==> config.mk <==
export PLATFORM = sky130hd
export DESIGN_NAME = mdm_queue
export DESIGN_NICKNAME = d
export VERILOG_FILES = /design/src/design/mdm_pkg.sv /design/src/design/mdm_queue.sv
export SDC_FILE = /design/constraint.sdc
export NUM_CORES = 1
export LEC_CHECK = 0
export ABC_AREA = 1
export BUFFER_PORTS_ARGS = -buffer_cell sky130_fd_sc_hd__clkbuf_2
export CELL_PAD_IN_SITES_DETAIL_PLACEMENT = 1
export CELL_PAD_IN_SITES_GLOBAL_PLACEMENT = 1
export CORE_MARGIN = 2
export CORE_UTILIZATION = 46
export CTS_BUF_LIST = sky130_fd_sc_hd__clkbuf_8
export CTS_CLUSTER_SIZE = 25
export DETAILED_ROUTE_END_ITERATION = 8
export PLACE_DENSITY_LB_ADDON = 0.1
export SYNTH_ARGS = -nofsm -noshare
export SYNTH_HDL_FRONTEND = slang
export SYNTH_SLANG_ARGS = --single-unit
==> constraint.sdc <==
create_clock -name i_clk -period 4 [get_ports i_clk]
set_clock_uncertainty 0.2 [all_clocks]
set_input_delay 0.4 -clock i_clk [delete_from_list [all_inputs] [get_ports i_clk]]
set_output_delay 0.4 -clock i_clk [all_outputs]
set_load 0.005 [all_outputs]
==> src/design/mdm_pkg.sv <==
package mdm_pkg;

    // Alphabet and tuple length limits of the meta-tuple encoding.
    localparam int MAX_ALPHABET  = 4;
    localparam int MAX_POSITIONS = 3;

    // Command kinds.
    localparam logic [1:0] KIND_CLEAR = 2'd0;
    localparam logic [1:0] KIND_ACC   = 2'd1;
    localparam logic [1:0] KIND_READ  = 2'd2;

    // Configuration register indexes.
    localparam logic CFG_ALPHABET  = 1'b0;
    localparam logic CFG_POSITIONS = 1'b1;

    // Command queue between the front and back parts.
    localparam int QUEUE_DEPTH = 2;
    localparam int QUEUE_AW    = 1;

    typedef logic [1:0] t_digit;
    typedef t_digit [MAX_POSITIONS-1:0] t_digits;

    // One classified command as it travels through the queue.
    typedef struct packed {
        logic [1:0]  kind;
        logic        err;
        logic [2:0]  radix;
        logic [1:0]  npos;
        t_digits     digits;
        logic [31:0] freq;
        logic [6:0]  meta_index;
    } t_cmd;

endpackage

==> src/design/mdm_queue.sv <==
module mdm_queue import mdm_pkg::*; (
    input  logic i_clk,
    input  logic i_rst_n,
    input  logic i_push,
    input  t_cmd i_cmd,
    input  logic i_pop,
    output t_cmd o_head,
    output logic o_empty,
    output logic o_full
);

    t_cmd                r_slot [QUEUE_DEPTH];
    logic [QUEUE_AW-1:0] r_wr_ptr;
    logic [QUEUE_AW-1:0] r_rd_ptr;
    logic [QUEUE_AW:0]   r_count;

    assign o_empty = (r_count == '0);
    assign o_full  = (r_count == (QUEUE_AW+1)'(QUEUE_DEPTH));
    assign o_head  = r_slot[r_rd_ptr];

    // Storage slots hold payload only.
    always_ff @(posedge i_clk) begin
        if (i_push) begin
            r_slot[r_wr_ptr] <= i_cmd;
        end
    end

    // Pointers and fill count.
    always_ff @(posedge i_clk) begin
        if (!i_rst_n) begin
            r_wr_ptr <= '0;
            r_rd_ptr <= '0;
            r_count  <= '0;
        end else begin
            if (i_push) begin
                r_wr_ptr <= r_wr_ptr + 1'b1;
            end
            if (i_pop) begin
                r_rd_ptr <= r_rd_ptr + 1'b1;
            end
            if (i_push && !i_pop) begin
                r_count <= r_count + 1'b1;
            end else if (i_pop && !i_push) begin
                r_count <= r_count - 1'b1;
            end
        end
    end

endmodule

==> flow_summary_export.csv <==
group,metric,value,unit
worst_setup_path,reg2regPathDepth,3,
placed_design,dp_hpwl,5000,um
clock_network,postCtsSetupBuffers,0,
worst_setup_path,cp_num_buf_inv,1,
power,p_leak,2.083,nW
layout,fillCellCount,868,
worst_setup_path,required,3.40,ns
floorplanning,initial_core_util,0.4705,
floorplanning,coreArea,9153,sq um
detailed_routing,post_drt_wl_per_cell,16.61,um
status,status,"finished clean",
worst_setup_path,worstPathMaxFanout,53,
power,total_power,2.178,mW
clock_network,clock_tree.buffer_depth,2,
layout,final_cells,434,
timing,timing_hold_violations_final,0,
worst_setup_path,cp-end-kind,"output port",
placed_design,gp_congestion,0.7066,
layout,final_util,0.5556,
detailed_routing,ant_nets,0,
detailed_routing,viasPerCell,4.816,
floorplanning,row_count,35,
worst_setup_path,crit_arrival,1.91,ns
synth,netlist_area,4307,sq um
placed_design,place_area,4923,sq um
clock_network,cts_tree,"yes",
detailed_routing,drt_pass1_iterations,4,
worst_setup_path,critPathSlowestCell,"dfxtp_4",
timing,period_share,0.6268,
worst_setup_path,r2r_start,"r_wr_ptr",
grt,grt.total_usage,0.1497,
grt,grt_pass1_vias,2242,
grt,grt_max_degree,54,
timing,period_needed,2.507,ns
layout,area_growth,18.07,%
synth,synth_fp_nets,258,
placed_design,placed_cells_incl_taps,419,
detailed_routing,wl_met2,3615,um
timing,max_freq,0.3988,GHz
worst_setup_path,worstReg2RegEnd,"r_slot[1][24]",
clock_network,insertion_delay,0.34,ns
worst_setup_path,regToRegSetupSlack,1.99,ns
timing,fin_tns_setup,0,ns
detailed_routing,vias,2090,
floorplanning,die-height,100.8,um
grt,grt_antenna_before_repair,0,
timing,rsz0062_at_grt,"no",
clock_network,htreeDepth,3,
worst_setup_path,crit_type,"reg -> out",
synth,yosysTopAreaCell,"edfxtp_1",
synth,synth.area.top_cells,"edfxtp_1 74%, mux2_4 17%, buf_12 2.3%",
run,max_cap_violations,0,
detailed_routing,routed_wl,7208,um
clock_network,cts_sinks,111,
grt,grt_overflow,0,
worst_setup_path,crit_end,"o_head[33]",
timing,setup_viol,0,
synth,synth_warnings,0,
synth,syn_inst,200,
layout,design_area,5085,sq um
timing,worst_pin_slew,0.9710,ns
floorplanning,chipWidth,100.8,um
floorplanning,io_pins,112,
layout,fin_nets,377,
floorplanning,die_area,10150,sq um
synth,yosys.cell_types.count,14,
clock_network,cts_resized,0,
grt,grt_pass1_wl,11320,um
worst_setup_path,critPathLaunchType,"register",
power,worst_ir_drop_vdd,221.1,uV
placed_design,numPortBuffers,111,
detailed_routing,drc,0,
clock_network,cts.hold.buffers_added,0,
layout,diodes,0,
detailed_routing,drtIter0Drc,88,
synth,synth-seq-cells,111,
detailed_routing,wl_met3,347,um
worst_setup_path,cp_top_family,"flip-flops",
timing,relSlewSlack,0.3527,
detailed_routing,drt-met1-wl,3151,um
clock_network,clk_pin_slew,0.10,ns
worst_setup_path,cp_num_cells,2,
clock_network,cts_root_buf,"clkbuf_8",
clock_network,cts_buffers,9,
layout,drive_gt1_frac,0.5728,
worst_setup_path,worstPathCellList,"mux2_2 -> clkbuf_2",
power,pwr_density_cell,428.4,nW/um^2
synth,ys_seq_area_frac,0.7623,
synth,synth_top_area_share,0.7391,
synth,post_synth.cell_area_avg,21.53,sq um
timing,maxSlewViolCount,0,
detailed_routing,top_layer,"met4",
hold_path,hold_path_class,"in -> reg",
worst_setup_path,max_stage_delay,1.01,ns
==> power breakdown <==
part | switching [mW] | internal (mW)
clock | 0.347 | 0.222
combinational | 0.0940 | 0.135
sequential | 0.0385 | 1.34
==> synthesized netlist by cell type, drive strengths merged <==
cell / instances
nor2: 9
nand3: 1
inv: 8
o21ai: 1
ha: 1
dfxtp: 5
a21oi: 1
nand4: 1
buf: 6
mux2: 53
nand2: 8
edfxtp: 106
==> worst min-delay path by stage <==
stage | start | end | slack, ns | cells after the start
2_1_floorplan | r_rd_ptr | register | 0.26 | 2
3_3_place_gp | r_rd_ptr | r_rd_ptr | 0.28 | 2
3_5_place_dp | r_rd_ptr | register | 0.30 | 2
4_1_cts | i_cmd[11] | r_slot[1][11] | 0.01 | 1
5_1_grt | i_cmd[36] | r_slot[1][36] | 0.01 | 1
6_report | i_cmd[11] | r_slot[1][11] | 0.03 | 1
==> logic make-up after synthesis <==
group / synth area share
AO/OA/AOI/OAI: 0.002322
adder cells (fa/ha/maj): 0.002905
buffers and inverters: 0.03283
flip-flops: 0.7623
multiplexers: 0.1822
AND/OR/NAND/NOR: 0.01743
==> flip-flops by register name, summed over array words and instances (netlist names), named ones only <==
signal and cells:
r_slot 106, r_count 2, r_rd_ptr 1, r_wr_ptr 1
==> per-layer routing <==
layer / track usage / vias to the layer above
met5: 0 / -
met4: 0.06006 / 0
met3: 0.03051 / 7
met2: 0.2492 / 63
met1: 0.1928 / 1021
li1: - / 999
==> metrics by stage <==
step                hold WS [ns]  worst slack, ns
floorplan                 0.2635           0.6697
global placement          0.2785            1.824
detailed placement        0.3028            1.812
CTS                      0.01313            1.435
global route             0.01270            1.374
finish                   0.03308            1.493
==> area by class of cell <==
type,instances,area (sq um),share of cell area
multi-input cells,75,889.6,0.1750
inverters,8,30.03,0.005906
clock inverters,6,37.54,0.007382
clock buffers,9,123.9,0.02436
repair buffers,114,578.1,0.1137
well taps,111,138.9,0.02731
flip-flops and latches,111,3287,0.6464
==> layout by cell type (no fill, tap or decap), types with 3 or more instances in the layout <==
master,synthesis,layout
clkbuf_2,0,111
edfxtp_1,106,106
mux2_4,50,50
clkbuf_8,0,9
nor2_1,9,8
nand2_1,8,8
inv_1,8,7
clkinv_2,0,4
dfxtp_1,5,4
mux2_2,3,3
buf_4,0,3
No activity file was read; power rests on OpenSTA's default activity.
