### src/design/mdm_pkg.sv
package mdm_pkg;

    // Alphabet and tuple length limits of the meta-tuple encoding.
    localparam int MAX_ALPHABET  = 4;
    localparam int MAX_POSITIONS = 3;

    // Command kinds.
    localparam logic [1:0] KIND_CLEAR = 2'd0;
    localparam logic [1:0] KIND_ACC   = 2'd1;
    localparam logic [1:0] KIND_READ  = 2'd2;

    // Configuration register indexes.
    localparam logic CFG_ALPHABET  = 1'b0;
    localparam logic CFG_POSITIONS = 1'b1;

    // Command queue between the front and back parts.
    localparam int QUEUE_DEPTH = 2;
    localparam int QUEUE_AW    = 1;

    typedef logic [1:0] t_digit;
    typedef t_digit [MAX_POSITIONS-1:0] t_digits;

    // One classified command as it travels through the queue.
    typedef struct packed {
        logic [1:0]  kind;
        logic        err;
        logic [2:0]  radix;
        logic [1:0]  npos;
        t_digits     digits;
        logic [31:0] freq;
        logic [6:0]  meta_index;
    } t_cmd;

endpackage

### src/design/mdm_front.sv
module mdm_front import mdm_pkg::*; #(
    parameter int STORE_DEPTH = 128
) (
    input  logic        i_clk,
    input  logic        i_rst_n,
    input  logic        i_start,
    input  logic        i_full,
    input  logic        i_cfg_we,
    input  logic        i_cfg_idx,
    input  logic [2:0]  i_cfg_data,
    input  logic [1:0]  i_kind,
    input  logic [5:0]  i_ordinary_index,
    input  logic [31:0] i_freq,
    input  logic [6:0]  i_meta_index,
    output logic        o_push,
    output t_cmd        o_cmd
);

    localparam logic [7:0] DEPTH8 = 8'(STORE_DEPTH);

    logic [2:0] r_alphabet;
    logic [1:0] r_positions;
    logic [2:0] radix;
    logic [1:0] npos;
    logic [6:0] ordinary_count;
    logic [6:0] meta_count;
    logic       acc_err;
    logic       read_err;
    logic       err;

    // b to the power e for e of one to three, on narrow values.
    function automatic logic [6:0] small_pow(input logic [2:0] b, input logic [1:0] e);
        logic [6:0] r;
        r = 7'(b);
        if (e > 2'd1) begin
            r = 7'(r * 7'(b));
        end
        if (e > 2'd2) begin
            r = 7'(r * 7'(b));
        end
        return r;
    endfunction

    // Split an ordinary index into digits of radix two, three or four,
    // least significant first. Division by three uses a reciprocal multiply.
    function automatic t_digits split_digits(input logic [5:0] x, input logic [2:0] a);
        t_digits     d;
        logic [5:0]  rem;
        logic [5:0]  q;
        logic [12:0] prod;
        rem = x;
        d   = '0;
        for (int j = 0; j < MAX_POSITIONS; j++) begin
            case (a)
                3'd2: begin
                    d[j] = {1'b0, rem[0]};
                    rem  = rem >> 1;
                end
                3'd3: begin
                    prod = 13'(rem) * 13'd43;
                    q    = prod[12:7];
                    d[j] = 2'(rem - 6'(q * 6'd3));
                    rem  = q;
                end
                default: begin
                    d[j] = rem[1:0];
                    rem  = rem >> 2;
                end
            endcase
        end
        return d;
    endfunction

    // Configuration registers.
    always_ff @(posedge i_clk) begin
        if (!i_rst_n) begin
            r_alphabet  <= 3'd4;
            r_positions <= 2'd2;
        end else if (i_cfg_we) begin
            case (i_cfg_idx)
                CFG_ALPHABET:  r_alphabet  <= i_cfg_data;
                CFG_POSITIONS: r_positions <= i_cfg_data[1:0];
                default: ;
            endcase
        end
    end

    // Effective radix and tuple length, saturated into their legal ranges.
    always_comb begin
        if (r_alphabet < 3'd2) begin
            radix = 3'd2;
        end else if (r_alphabet > 3'(MAX_ALPHABET)) begin
            radix = 3'(MAX_ALPHABET);
        end else begin
            radix = r_alphabet;
        end
        if (r_positions == 2'd0) begin
            npos = 2'd1;
        end else if (32'(r_positions) > MAX_POSITIONS) begin
            npos = 2'(MAX_POSITIONS);
        end else begin
            npos = r_positions;
        end
    end

    // Range checks against the ordinary and meta index spaces.
    assign ordinary_count = small_pow(radix, npos);
    assign meta_count     = small_pow(3'(radix + 3'd1), npos);
    assign acc_err  = ({1'b0, i_ordinary_index} >= ordinary_count)
                   || ({1'b0, meta_count} > DEPTH8);
    assign read_err = (i_meta_index >= meta_count) || ({1'b0, i_meta_index} >= DEPTH8);

    always_comb begin
        case (i_kind)
            KIND_ACC:  err = acc_err;
            KIND_READ: err = read_err;
            default:   err = 1'b0;
        endcase
    end

    // Classified command towards the queue.
    assign o_push            = i_start && !i_full;
    assign o_cmd.kind        = i_kind;
    assign o_cmd.err         = err;
    assign o_cmd.radix       = radix;
    assign o_cmd.npos        = npos;
    assign o_cmd.digits      = split_digits(i_ordinary_index, radix);
    assign o_cmd.freq        = i_freq;
    assign o_cmd.meta_index  = i_meta_index;

endmodule

### config.mk
export PLATFORM = sky130hd
export DESIGN_NAME = mdm_front
export DESIGN_NICKNAME = d
export VERILOG_FILES = /design/src/design/mdm_pkg.sv /design/src/design/mdm_front.sv
export SDC_FILE = /design/constraint.sdc
export NUM_CORES = 1
export LEC_CHECK = 0
export ABC_AREA = 0
export BUFFER_PORTS_ARGS = -buffer_cell sky130_fd_sc_hd__buf_2
export CAP_MARGIN = 30
export CORE_MARGIN = 3
export CORE_UTILIZATION = 40
export CTS_BUF_LIST = sky130_fd_sc_hd__clkbuf_8
export CTS_CLUSTER_SIZE = 20
export DETAILED_ROUTE_END_ITERATION = 8
export HOLD_SLACK_MARGIN = 0.03
export PLACE_DENSITY = 0.64
export SLEW_MARGIN = 20
export SYNTH_ARGS = -nofsm -noshare
export SYNTH_HDL_FRONTEND = slang
export SYNTH_SLANG_ARGS = --single-unit
### constraint.sdc
create_clock -name i_clk -period 9.6 [get_ports i_clk]
set_input_delay 0 -clock i_clk [delete_from_list [all_inputs] [get_ports i_clk]]
set_output_delay 0 -clock i_clk [all_outputs]
set_load 0.02 [all_outputs]
==> results.sh <==
export IMPL_largest_family_of_logic_cells_by_synthesized_area="adder cells"
export IMPL_tritoncts="done"
export IMPL_drt_pass1_iterations=4
export IMPL_critical_path_startpoint="i_ordinary_index[1]"
export IMPL_initial_antenna_violation_count=0
export IMPL_detail_route_wirelength_um=7780
export IMPL_post_synth_num_cell_types=56
export IMPL_drt_drc_violations_left=0
export IMPL_period_minus_slack_ns=8.81
export IMPL_hold_violations=0
export IMPL_die_area_um2=10300
export IMPL_post_route_period_util=0.918
export IMPL_cts_made_buffers=3
export IMPL_worstMarginPinSlew_ns=0.667
export IMPL_pin_count_of_the_biggest_net_entering_global_routing=29
export IMPL_finalHoldWorstSlack_ns=0.0394
export IMPL_die_x_um=101
export IMPL_layout_nets=642
export IMPL_yosys_register_bits=5
export IMPL_numPortBuffers=45
export IMPL_synth_warning_count=0
export IMPL_power_share_combinational=0.811
export IMPL_switchingPower_mw=0.160
export IMPL_route_vias_total=3102
export IMPL_hp_start="i_cfg_data[2]"
export IMPL_power_density_cell_area_nw_per_um2=81.6
export IMPL_synth_adder_area_share=0.396
export IMPL_synthToLayoutAreaGrowth_pct=10.5
export IMPL_place_congestion=0.884
export IMPL_drt_first_iter_violations=89
export IMPL_status="finished, final reports clean"
export IMPL_hold_path_class="in -> reg"
export IMPL_diodes=0
export IMPL_timing_rr_start="r_positions[0]$_SDFFE_PN0P_"
export IMPL_setup_tns_final_ns=0
export IMPL_synthCells=452
export IMPL_die_h_um=101
export IMPL_synth_mux_area_frac=0.0317
export IMPL_ioPinCount=110
export IMPL_critical_path_required_ns=9.60
export IMPL_layout_cells_sized_above_1=0.137
export IMPL_synth_cell_area_um2=3630
export IMPL_number_of_enable_type_register_cells_in_the_synthesized_netlist=0
export IMPL_viasPerCell=5.26
export IMPL_syn_avg_cell_area_um2=8.04
export IMPL_dp_hpwl_um=6230
export IMPL_synth_compound_gate_area_share=0.143
export IMPL_internal_power_mw=0.168
export IMPL_maxSlewHeadroom=0.555
export IMPL_mostFrequentLayoutCell="sky130_fd_sc_hd__ha_1"
export IMPL_floorplan_initialDensity=0.415
export IMPL_clkSinkCount=5
export IMPL_pwr_share_seq=0.072
export IMPL_rows=34
export IMPL_cts_htree_levels=1
export IMPL_critical_path_arrival_ns=8.81
export IMPL_ys_dominant_reg_cell="sky130_fd_sc_hd__dfxtp_1"
export IMPL_clock_latency_ns=0.22
export IMPL_layout_common_cells="83 x sky130_fd_sc_hd__ha_1, 47 x sky130_fd_sc_hd__inv_1, 45 x sky130_fd_sc_hd__buf_2"
export IMPL_maxClockFrequency_ghz=0.114
export IMPL_cts_repair_resize_count=0
export IMPL_synth_sequential_area_ratio=0.0275
export IMPL_grt_pass1_wl_um=13300
export IMPL_critical_path_max_stage_delay_ns=0.50
export IMPL_clockRootBuffer="sky130_fd_sc_hd__clkbuf_8"
export IMPL_clock_path_buffers=2
export IMPL_design_core_area_um2=8760
export IMPL_drt_wirelength_per_cell_um=13.2
export IMPL_post_synth_and_or_nand_nor_area_fraction=0.183
export IMPL_synthArstFlopShare=0
export IMPL_max_cap_violations=0
export IMPL_crit_type="in -> out"
export IMPL_route_antenna_remaining_nets=0
export IMPL_netSwitchingFraction=0.487
export IMPL_setup_repair_after_global_routing_missed_its_margin="false"
export IMPL_fin_skew_ns=0
export IMPL_clk_slew_on_worst_s_h_paths_ns=0.03
export IMPL_setup_worst_path_end_class="primary output"
export IMPL_critPathMaxFanout=11
export IMPL_grt_use_total=0.154
export IMPL_slew_viol_final=0
export IMPL_timing_critical_path_from_type="input port"
export IMPL_slowest_stage="sky130_fd_sc_hd__fa_1"
export IMPL_synth_xor_xnor_area_share=0.0627
export IMPL_total_leakage_power_nw=2.04
export IMPL_share_clk_of_total_power=0.117
export IMPL_via_count_of_the_first_global_routing_pass=2980
export IMPL_grt_overflow_total=0
export IMPL_power_ir_vdd_worst_mv=0.0823
export IMPL_final_setup_viol_count=0
-- area by class of cell --
class,count,area [um2]
tap,108,135
multi-input combinational,345,2980
timing repair buffer,81,578
clock inverter,1,3.75
clock buffer,3,41.3
fill,886,4750
sequential,5,100
inverter,47,176
-- logic make-up (layout without fill, tap and decap cells) --
logic type | after synthesis | count (layout)
muxes | 11 | 11
buffers and inverters | 104 | 132
other | 2 | 4
DFF | 5 | 5
AOI/OAI and AO/OA | 73 | 73
xor gates and xnor gates | 26 | 26
adders and majority gates | 103 | 103
and+or+nand+nor | 128 | 128
-- power groups by stage --
stage | sequential (mW) | clock [mW] | combinational [mW]
finish | 0.0235 | 0.0384 | 0.266
global route | 0.0237 | 0.0406 | 0.303
CTS | 0.0236 | 0.0393 | 0.269
detailed placement | 0.0239 | 0 | 0.246
global placement | 0.0238 | 0 | 0.239
floorplan | 0.0228 | 0 | 0.221
-- critical path: cells and delay by family --
family	cells	cell delay, ns
simple gates	6	1.45
fa+ha+maj	10	3.82
compound gates	11	2.29
xor+xnor	4	0.67
buf+inv	5	0.56
-- cell usage after synthesis (2+ instances only) --
master                     number  area share
sky130_fd_sc_hd__o21ai_0       12       0.017
sky130_fd_sc_hd__nor2b_1       11       0.019
sky130_fd_sc_hd__mux2_2         4       0.012
sky130_fd_sc_hd__a31oi_1        6       0.010
sky130_fd_sc_hd__and2_1         3      0.0052
sky130_fd_sc_hd__dfxtp_1        5       0.028
sky130_fd_sc_hd__buf_2          3      0.0041
sky130_fd_sc_hd__clkbuf_1       8      0.0083
sky130_fd_sc_hd__o211ai_1       5       0.010
sky130_fd_sc_hd__nand2b_1      12       0.021
sky130_fd_sc_hd__a21oi_2        2      0.0048
sky130_fd_sc_hd__xor2_1         2      0.0048
sky130_fd_sc_hd__a21oi_1       18       0.025
sky130_fd_sc_hd__nor4_1         2      0.0034
sky130_fd_sc_hd__or3_1          2      0.0034
sky130_fd_sc_hd__nor3_1        11       0.015
sky130_fd_sc_hd__conb_1         2      0.0021
sky130_fd_sc_hd__nand3_1       14       0.019
sky130_fd_sc_hd__xnor2_1       24       0.058
sky130_fd_sc_hd__o22ai_1        4      0.0069
sky130_fd_sc_hd__buf_4         44       0.091
sky130_fd_sc_hd__ha_1          83        0.29
sky130_fd_sc_hd__fa_1          20        0.11
sky130_fd_sc_hd__nand2_1       32       0.033
sky130_fd_sc_hd__a21o_1        10       0.021
sky130_fd_sc_hd__o22ai_2        2      0.0069
sky130_fd_sc_hd__nand3b_1       5       0.010
sky130_fd_sc_hd__buf_1          2      0.0021
sky130_fd_sc_hd__inv_1         46       0.048
sky130_fd_sc_hd__nor2_1        25       0.026
sky130_fd_sc_hd__mux2i_1        7       0.019
sky130_fd_sc_hd__or2_1          2      0.0034
-- worst paths after layout --
path / endpoint / slack [ns] / depth (start not counted)
worst max register to register: r_positions[0]$_SDFFE_PN0P_ / 8.52 / 2
worst max-delay path: o_cmd[44] / 0.79 / 36
worst min register to register: r_alphabet[1]$_SDFFE_PN0P_ / 0.54 / 2
worst min-delay path: r_alphabet[2]$_SDFFE_PN1P_ / 0.04 / 3
-- per-layer routing --
layer	GRT usage	routed length [um]
met5	0	0
met4	0.0389	118
met3	0.00758	361
met2	0.269	3720
met1	0.208	3580
-- sequential cells by signal, summed over array words and instances (netlist names) --
signal / count
r_positions: 2
r_alphabet: 3
-- stage by stage --
stage,setup WS (ns),power [mW],util,instances,area [um2]
2_1_floorplan,1.78,0.243,-,454,3640
3_3_place_gp,1.03,0.263,0.415,553,3640
3_5_place_dp,0.777,0.270,0.415,553,3640
4_1_cts,0.771,0.331,0.458,590,4020
5_1_grt,0.0650,0.367,0.458,590,4020
6_report,0.791,0.328,0.458,590,4020
-- repair_timing --
| action | in CTS | in global routing |
|---|---|---|
| hold buffers | 33 | 0 |
| buffers inserted | 0 | 0 |
| endpoints found under the hold margin | 34 | 0 |
Power figures use the tool's default switching activity.
